`src/hw/rtl/rre_pkg.sv`:
```
// ---------------------------------------------------------------------------
// rre_pkg
// Shared sizes, codes and controller/datapath interface types of the
// regret ratio evaluator.
// ---------------------------------------------------------------------------
package rre_pkg;

    localparam int MAX_POINTS = 1024;
    localparam int MAX_DIMS   = 8;
    localparam int PT_W       = $clog2(MAX_POINTS);
    localparam int DIM_W      = $clog2(MAX_DIMS);
    localparam int NP_W       = 11;
    localparam int ND_W       = 4;
    localparam int CFG_W      = 19;
    localparam int CFG_IDX_W  = 3;
    localparam int VAL_W      = 16;
    localparam int W_W        = 17;
    localparam int PROD_W     = 34;
    localparam int SCORE_W    = 19;
    localparam int Q16_W      = 17;
    localparam int SUM_W      = 33;
    localparam int CNT_W      = 16;
    localparam int DVD_W      = 35;

    localparam logic [VAL_W-1:0] VAL_ONE   = 16'h8000;
    localparam logic [Q16_W-1:0] ONE_Q16   = 17'h10000;
    localparam logic [CNT_W-1:0] COUNT_MAX = 16'hFFFF;

    typedef enum logic [1:0] {
        FUNC_LOAD   = 2'd0,
        FUNC_MARK   = 2'd1,
        FUNC_WEIGHT = 2'd2,
        FUNC_REPORT = 2'd3
    } func_t;

    typedef enum logic [CFG_IDX_W-1:0] {
        CFG_NUM_POINTS = 3'd0,
        CFG_NUM_DIMS   = 3'd1,
        CFG_SPLIT_DIM  = 3'd2,
        CFG_LIB_MODE   = 3'd3,
        CFG_FLOOR_M    = 3'd4
    } cfg_idx_t;

    typedef struct packed {
        logic coord_wr;
        logic member_wr;
        logic weight_wr;
        logic clr_wr;
        logic scan_init;
        logic scan_issue;
        logic ratio_go;
        logic stats_upd;
        logic avg_go;
        logic emit;
        logic emit_report;
    } rre_cmd_t;

    typedef struct packed {
        logic clr_last;
        logic scan_end;
        logic pipe_idle;
        logic div_done;
    } rre_stat_t;

endpackage

```
`src/hw/rtl/rre_ctrl.sv`:
```
// ---------------------------------------------------------------------------
// rre_ctrl
// Sequencer: clearing pass, request decode, scan, divides and result.
// ---------------------------------------------------------------------------
module rre_ctrl (
    input  logic               clk,
    input  logic               rst_n,
    input  logic               start,
    input  logic [1:0]         func,
    input  logic               last_element,
    input  rre_pkg::rre_stat_t stat,
    output rre_pkg::rre_cmd_t  cmd,
    output logic               busy
);
    import rre_pkg::*;

    typedef enum logic [9:0] {
        S_CLEAR      = 10'b00_0000_0001,
        S_IDLE       = 10'b00_0000_0010,
        S_SCAN       = 10'b00_0000_0100,
        S_DRAIN      = 10'b00_0000_1000,
        S_RATIO_GO   = 10'b00_0001_0000,
        S_RATIO_WAIT = 10'b00_0010_0000,
        S_UPDATE     = 10'b00_0100_0000,
        S_AVG_GO     = 10'b00_1000_0000,
        S_AVG_WAIT   = 10'b01_0000_0000,
        S_EMIT       = 10'b10_0000_0000
    } state_t;

    state_t state_reg, state_next;
    logic   report_reg, report_next;
    logic   accept;
    func_t  f;

    assign accept = start && (state_reg == S_IDLE);
    assign f      = func_t'(func);
    assign busy   = state_reg != S_IDLE;

    always_ff @(posedge clk or negedge rst_n)
    begin
        if (!rst_n)
        begin
            state_reg  <= S_CLEAR;
            report_reg <= 1'b0;
        end
        else
        begin
            state_reg  <= state_next;
            report_reg <= report_next;
        end
    end

    always_comb
    begin
        state_next  = state_reg;
        report_next = report_reg;
        cmd         = '0;
        case (state_reg)
            S_CLEAR:
            begin
                cmd.clr_wr = 1'b1;
                if (stat.clr_last)
                begin
                    state_next = S_IDLE;
                end
            end
            S_IDLE:
            begin
                if (accept)
                begin
                    case (f)
                        FUNC_LOAD:   cmd.coord_wr  = 1'b1;
                        FUNC_MARK:   cmd.member_wr = 1'b1;
                        FUNC_WEIGHT:
                        begin
                            cmd.weight_wr = 1'b1;
                            if (last_element)
                            begin
                                cmd.scan_init = 1'b1;
                                report_next   = 1'b0;
                                state_next    = S_SCAN;
                            end
                        end
                        FUNC_REPORT:
                        begin
                            report_next = 1'b1;
                            state_next  = S_AVG_GO;
                        end
                        default: ;
                    endcase
                end
            end
            S_SCAN:
            begin
                cmd.scan_issue = 1'b1;
                if (stat.scan_end)
                begin
                    state_next = S_DRAIN;
                end
            end
            S_DRAIN:
            begin
                if (stat.pipe_idle)
                begin
                    state_next = S_RATIO_GO;
                end
            end
            S_RATIO_GO:
            begin
                cmd.ratio_go = 1'b1;
                state_next   = S_RATIO_WAIT;
            end
            S_RATIO_WAIT:
            begin
                if (stat.div_done)
                begin
                    state_next = S_UPDATE;
                end
            end
            S_UPDATE:
            begin
                cmd.stats_upd = 1'b1;
                state_next    = S_AVG_GO;
            end
            S_AVG_GO:
            begin
                cmd.avg_go = 1'b1;
                state_next = S_AVG_WAIT;
            end
            S_AVG_WAIT:
            begin
                if (stat.div_done)
                begin
                    state_next = S_EMIT;
                end
            end
            S_EMIT:
            begin
                cmd.emit        = 1'b1;
                cmd.emit_report = report_reg;
                state_next      = S_IDLE;
            end
            default: state_next = S_IDLE;
        endcase
    end

endmodule

```
`config.mk`:
```
export PLATFORM = sky130hd
export DESIGN_NAME = rre_ctrl
export DESIGN_NICKNAME = d
export VERILOG_FILES = /design/src/hw/rtl/rre_pkg.sv /design/src/hw/rtl/rre_ctrl.sv
export SDC_FILE = /design/constraint.sdc
export NUM_CORES = 1
export LEC_CHECK = 0
export BUFFER_PORTS_ARGS = -buffer_cell sky130_fd_sc_hd__buf_4
export CAP_MARGIN = 20
export CORE_UTILIZATION = 50
export CTS_CLUSTER_DIAMETER = 100
export DETAILED_ROUTE_END_ITERATION = 16
export GPL_TIMING_DRIVEN = 0
export PLACE_DENSITY = 0.75
export RECOVER_POWER = 25
export SKIP_CTS_REPAIR_TIMING = 1
export SYNTH_ARGS = -nofsm -noshare
export SYNTH_HDL_FRONTEND = slang
export SYNTH_SLANG_ARGS = --single-unit
```
`constraint.sdc`:
```
create_clock -name clk -period 1.95 [get_ports clk]
set_input_delay 0.0975 -clock clk [delete_from_list [all_inputs] [get_ports clk]]
set_output_delay 0.0975 -clock clk [all_outputs]
set_load 0.005 [all_outputs]
```
==> key figures, run 1 <==
Setup path
  – Max stage delay on crit path: ~460 ps
  – Required @ worst endpoint: 1850 ps
  – CP max stage cell: dfrtp_2
  – CP cell instances: nor4_4, and4b_1, buf_6, nand3_4, nor2_4, and2_4, buf_6
  – Crit Path Class: flip-flop to primary output
  – CP Data Arrival Time: 1910 ps
  – Critical Path Fanout Max: 7
  – Top cell by count, worst path: buf_6
  – Crit end category: primary output
  – Stages on worst setup path: 7
  – CP bufs+invs: 2
  – R2R depth: 5
  – Startpoint types: flip-flop
  – Largest delay share family, worst path: simple AND/OR/NAND/NOR gates

CTS
  – Clock slew at the register clock pins of the worst setup and hold paths: roughly 80 ps
  – Root Buffer: clkbuf_4
  – Clk sinks: 11
  – Clock buffer depth: 2
  – TritonCTS Buffers: 3
  – CTS tree: done
  – # H-tree levels: 1
  – Clock Latency Late Sink: ~270 ps

Cells and area
  – Fin nets: ~140
  – Fillers: 94
  – Fraction of layout cells with a size suffix above 1: 0.3548
  – FF+latch area: between 200 and 300 sq um
  – N_diodes: 0
  – Max FFs per register: 10
  – Multi-input logic area: approximately 520 sq um
  – Syn-to-layout area delta: 38.73%
  – Fin cells: approximately 140

Global routing
  – First-pass GRT wire length: ~3400 um
  – GRT Total Usage: 0.2534
  – Initial antenna violation count: 0
  – Gr ovfl total: 0
  – Largest net degree at the start of global routing: 12
  – Via count of the first global-routing pass: 750

Power
  – Sw Share: 0.4183
  – Lkg Pwr: slightly below 0.5 nW
  – Internal power: between 0.0006 and 0.0007 W
  – Comb power frac: 0.559
  – Clock network power share: 0.138
  – Pwr Total: between 0.001 and 0.0015 W
  – Pwr dens: approximately 1100 nW/um^2
  – Seq pwr share: 0.303
  – IR drop worst, VDD: slightly above 0.9 mV
  – Sw power: between 0.0004 and 0.0005 W

Drt
  – Routed WL per cell: approximately 15 um
  – DRC errors left: 0
  – Initial DRT Pass Iterations: 6
  – Post-route ant nets: 0
  – DR vias: between 800 and 900
  – Vias per cell: just over 6
  – WL final: 2124 um
  – First DRT Iteration DRCs: 31

Place
  – Gpl congestion: 0.9207
  – Hpwl dp: around 1500 um
  – Number of placed cells counting well taps: roughly 130
  – Port Buffer Count: 21

Status
  – Status: finished with violations
  – Failing checks: setup timing

Timing
  – Final period util: 1.027
  – Slew Viols, Final: 0
  – Endpoints failing setup: 2
  – RSZ-0062 raised after global routing: true
  – Actual slew at the worst max-slew pin: 630.9 ps
  – Headroom to the max-slew limit: 0.5794
  – Endpoints failing hold: 0
  – Clock skew: between 7 and 8 ps
  – Max Clk Rate: between 0.4 and 0.5 GHz
  – Hold WS: a little under 30 ps
  – Setup ws final: -52.59 ps
  – Post-route minimum period: 2003 ps

Synth
  – Main synth FF type: dfrtp_1
  – Seq cells post-synth: 11
  – Share of synthesized registers carrying an async set or reset: 1.000
  – Post-synth cell types: 40
  – Post-Synthesis Cells: between 90 and 100
  – Sequential share of the synthesized area: 0.3508
  – Ys Warns: 0
  – Cell Area, Synth: about 790 sq um
  – Syn_nets: 102
  – Avg Inst Size Synth: 8.568 sq um
  – Number of synthesized flops with an enable pin: 0

Die
  – Initial Util: 0.5701
  – Row count: 13
  – Die Area: ~1700 sq um
  – Die Y: approximately 42 um
  – Number of placed I/O pins: 22
  – Die width: about 42 um
  – Core area: about 1400 sq um

Worst hold path
  – Hold Path Stages: 2
  – Hold crit path type: input pin to flip-flop

Flow run
  – Max cap viols: 0
worst paths after layout:
check / start / endpoint / slack, ps
min in group asynchronous: rst_n / state_reg[4]$_DFFE_PN0P_ / 340
worst max register to register: state_reg[3]$_DFFE_PN0P_ / state_reg[8]$_DFFE_PN0P_ / 120
worst max-delay path: state_reg[9]$_DFFE_PN0P_ / cmd[6] / -50
worst min-delay path: stat[1] / state_reg[3]$_DFFE_PN0P_ / 30
max in group asynchronous: rst_n / state_reg[9]$_DFFE_PN0P_ / 1150
worst min register to register: report_reg$_DFFE_PN0P_ / report_reg$_DFFE_PN0P_ / 490
cells in the final DEF (no fill, tap or decap), types with 3 or more instances in the layout:
cell       n
clkbuf_1   3
nor2_1     8
nand3_1    3
dfrtp_1    7
inv_1      3
o21ai_0    4
nor4_1     3
nand2_1   10
nand2b_1   4
dfrtp_2    3
nor3_1     5
nor3b_1    3
buf_4     25
clkbuf_4   3
cell families (layout without fill, tap and decap cells):
kind of cell    Yosys count  count (layout)  synth area share
xor+xnor                  2               2           0.02223
compound gates           17              17            0.1460
buf+inv                   6              38           0.03491
simple gates             56              56            0.4460
flops                    11              11            0.3508
routing by layer:
metal  global-route usage  routed length, um
met5                    0                  0
met4               0.1226                 61
met1               0.3398                894
met3              0.05217                128
met2               0.3875               1040
cells in the mapped netlist (all sizes together), types with 2 or more instances:
cell type | instances | area share
and3 | 2 | 0.016
buf | 2 | 0.016
inv | 3 | 0.014
nand2 | 11 | 0.056
and4b | 2 | 0.025
nor2 | 9 | 0.046
nor3 | 6 | 0.038
o21ai | 6 | 0.038
nor4 | 7 | 0.090
a21o | 2 | 0.019
nor3b | 3 | 0.029
nor4b | 2 | 0.022
and2 | 2 | 0.016
dfrtp | 10 | 0.32
nand3 | 4 | 0.032
nand2b | 4 | 0.032
or4 | 2 | 0.024
power by group through the flow:
stage | registers [W] | clock network (W) | logic [W]
detailed placement | 0.000346 | 0 | 0.000549
finish | 0.000353 | 0.000161 | 0.000652
global placement | 0.000342 | 0 | 0.000536
floorplan | 0.000330 | 0 | 0.000396
global route | 0.000362 | 0.000179 | 0.000712
CTS | 0.000341 | 0.000163 | 0.000551
per-stage QoR:
step                      setup TNS (ps)  instance area (sq um)  setup WS [ps]  utilization
after floorplan                        0                  788.3          317.2            -
after global placement                 0                  964.7          168.5       0.6977
after detailed placement               0                  964.7          101.2       0.6977
after CTS                         -714.7                  991.0         -181.9       0.7167
after global routing              -431.1                   1094         -133.4       0.7910
final                             -53.77                   1094         -52.59       0.7910
worst reg2reg max path: stages (launching register included):
cell and delay, ps:
dfrtp_1 470, or4_4 610, nor4_2 300, a21oi_1 110
nand2_2 130, a21o_1 140
cell type report:
cell class	instances	share of cell area
clock buffers	4	0.02403
plain buffers	2	0.01373
multi-input cells	75	0.4748
well taps	15	0.01716
flip-flops and latches	11	0.2563
repair buffers	29	0.2037
inverters	3	0.01030
No activity file was read; power rests on OpenSTA's default activity.
==> run 2, diff against run 1 <==
--- a/constraint.sdc
+++ b/constraint.sdc
@@ -3,2 +3,2 @@
 set_output_delay 0.0975 -clock clk [all_outputs]
-set_load 0.005 [all_outputs]
+set_load 0.05 [all_outputs]
==> run 2 against run 1 <==
The flow still finishes with violations (setup timing). Power increased by 20%. Utilization increased by 5.6 points. Sequential share of layout area decreased by 1.6 points. Final cell count increased by 3.6%. Worst setup slack got worse by 57 ps. Clock skew hardly changed. Largest cell class unchanged. Largest power group unchanged.
==> key figures, run 2 (synthesis gave the netlist of run 1 again) <==
Status
  – Status: finished with violations
  – Failing checks: setup timing

Drt
  – Post-route ant nets: 0
  – DR vias: roughly 900
  – Routed WL per cell: 16.19 um
  – WL final: ~2300 um
  – DRC errors left: 0
  – Vias per cell: roughly 6.3
  – First DRT Iteration DRCs: 65
  – Initial DRT Pass Iterations: 4

Timing
  – Endpoints failing hold: 0
  – RSZ-0062 raised after global routing: true
  – Post-route minimum period: approximately 2100 ps
  – Max Clk Rate: just under 0.5 GHz
  – Clock skew: ~7.4 ps
  – Slew Viols, Final: 0
  – Actual slew at the worst max-slew pin: 646.5 ps
  – Hold WS: 36.41 ps
  – Final period util: 1.056
  – Endpoints failing setup: 4
  – Headroom to the max-slew limit: 0.5690
  – Setup ws final: -109.3 ps

Global routing
  – GRT Total Usage: 0.2391
  – Initial antenna violation count: 0
  – M3 GR Usage: 0.02609
  – GRT met1 Usage: 0.3616
  – First-pass GRT wire length: around 3200 um
  – GRT busiest layer: met1
  – Gr ovfl total: 0
  – Largest net degree at the start of global routing: 12
  – Via count of the first global-routing pass: around 680
  – Met2 Use GR: 0.3438

Place
  – Gpl congestion: ~0.86
  – Port Buffer Count: 21
  – Pre-CTS setup slack: 57.42 ps
  – Placed Area: ~1000 sq um
  – Hpwl dp: 1415 um

Die
  – Core area: between 1000 and 1500 sq um
  – Die Y: between 40 and 50 um
  – Number of placed I/O pins: 22
  – Row count: 13
  – Die width: approximately 42 um
  – Initial Util: 0.5701
  – Die Area: about 1700 sq um

Setup path
  – R2R depth: 6
  – Crit Path Class: flip-flop to primary output
  – Crit end category: primary output
  – CP Data Arrival Time: just under 2000 ps
  – Critical Path Fanout Max: 5
  – Setup slack, reg-to-reg: 90 ps
  – CP Launch Point: state_reg[3]$_DFFE_PN0P_
  – Required @ worst endpoint: 1850 ps
  – CP max stage cell: dfrtp_2
  – R2R Path Start: state_reg[0]$_DFFE_PN1P_
  – RR Endpoint: state_reg[6]$_DFFE_PN0P_
  – CP cell instances: nor4_4, and4b_1, buf_6, nand3_4, nor2_4, and2_4, buf_8
  – Max stage delay on crit path: roughly 450 ps
  – Startpoint types: flip-flop

Power
  – Sw power: 0.0006710 W
  – Clock network power share: 0.116
  – IR drop worst, VDD: roughly 0.9 mV
  – Lkg Pwr: approximately 0.53 nW
  – Pwr Total: ~0.0014 W
  – Pwr dens: about 1200 nW/um^2
  – Comb power frac: 0.633
  – Seq pwr share: 0.251
  – Internal power: about 0.00073 W
  – Sw Share: 0.4780

Worst hold path
  – Worst Hold End: state_reg[3]$_DFFE_PN0P_
  – Hold Path Stages: 2
  – Hold crit path type: input pin to flip-flop
  – Hold Path Origin: stat[1]

Cells and area
  – Most frequent cells in the layout: 26 x buf_4, 9 x nand2_1, 8 x nor2_1, 6 x dfrtp_1
  – Fillers: 85
  – Syn-to-layout area delta: 48.57%
  – Most common cell after layout, fill and taps aside: buf_4
  – Max FFs per register: 10
  – N_diodes: 0
  – Final Cell Area: roughly 1200 sq um
  – Fin nets: between 100 and 150
  – Fraction of layout cells with a size suffix above 1: 0.4186

CTS
  – Root Buffer: clkbuf_4
  – # H-tree levels: 1
  – Clock Latency Late Sink: roughly 270 ps
  – CTS tree: done
  – TritonCTS Buffers: 3
  – Clock buffer depth: 2
  – Clk sinks: 11
  – Clock slew at the register clock pins of the worst setup and hold paths: roughly 70 ps

Flow run
  – Max cap viols: 0
## run 2: layout make-up
class                   instances  area, sq um  area share
plain buffers                   2        15.01     0.01282
clock buffers                   4        26.28     0.02244
inverters                       3        11.26    0.009615
multi-input cells              75        545.5      0.4658
flip-flops and latches         11        281.5      0.2404
well taps                      15        18.77     0.01603
repair buffers                 34        272.8      0.2329
## run 2: metal layers
| metal | share of wire | wire length [um] | vias to the layer above |
|---|---|---|---|
| met5 | 0 | 0 | - |
| met4 | 0.016 | 37 | 0 |
| met3 | 0.072 | 168 | 8 |
| met2 | 0.48 | 1121 | 57 |
| met1 | 0.43 | 1004 | 419 |
| li1 | - | - | 418 |
## run 2: power groups by stage
stage / clock network [W] / logic (W) / registers, W
CTS: 0.000160 / 0.000693 / 0.000343
finish: 0.000163 / 0.000888 / 0.000353
floorplan: 0 / 0.000535 / 0.000330
global route: 0.000170 / 0.000944 / 0.000360
detailed placement: 0 / 0.000691 / 0.000347
global placement: 0 / 0.000688 / 0.000344
## run 2: how the worst max path moves through the flow
stage	slack [ps]	endpoint	cells past startpoint
6_report	-110	cmd[6]	7
5_1_grt	-180	cmd[6]	7
4_1_cts	-230	cmd[6]	7
3_5_place_dp	60	cmd[6]	7
3_3_place_gp	60	cmd[6]	7
2_1_floorplan	-420	cmd[10]	6
## run 2: worst max-delay path: cells and delay by family (launching register included)
family | cells | cell delay (ps)
buffers and inverters | 2 | 270
flip-flops | 1 | 450
AND/OR/NAND/NOR | 5 | 970
## run 2: stage by stage
step | utilization | instances | TNS, ps
floorplan | - | 92 | -1186
global route | 0.8471 | 144 | -657.3
finish | 0.8471 | 144 | -250.0
global placement | 0.7213 | 128 | 0
CTS | 0.7403 | 132 | -905.7
detailed placement | 0.7213 | 128 | 0
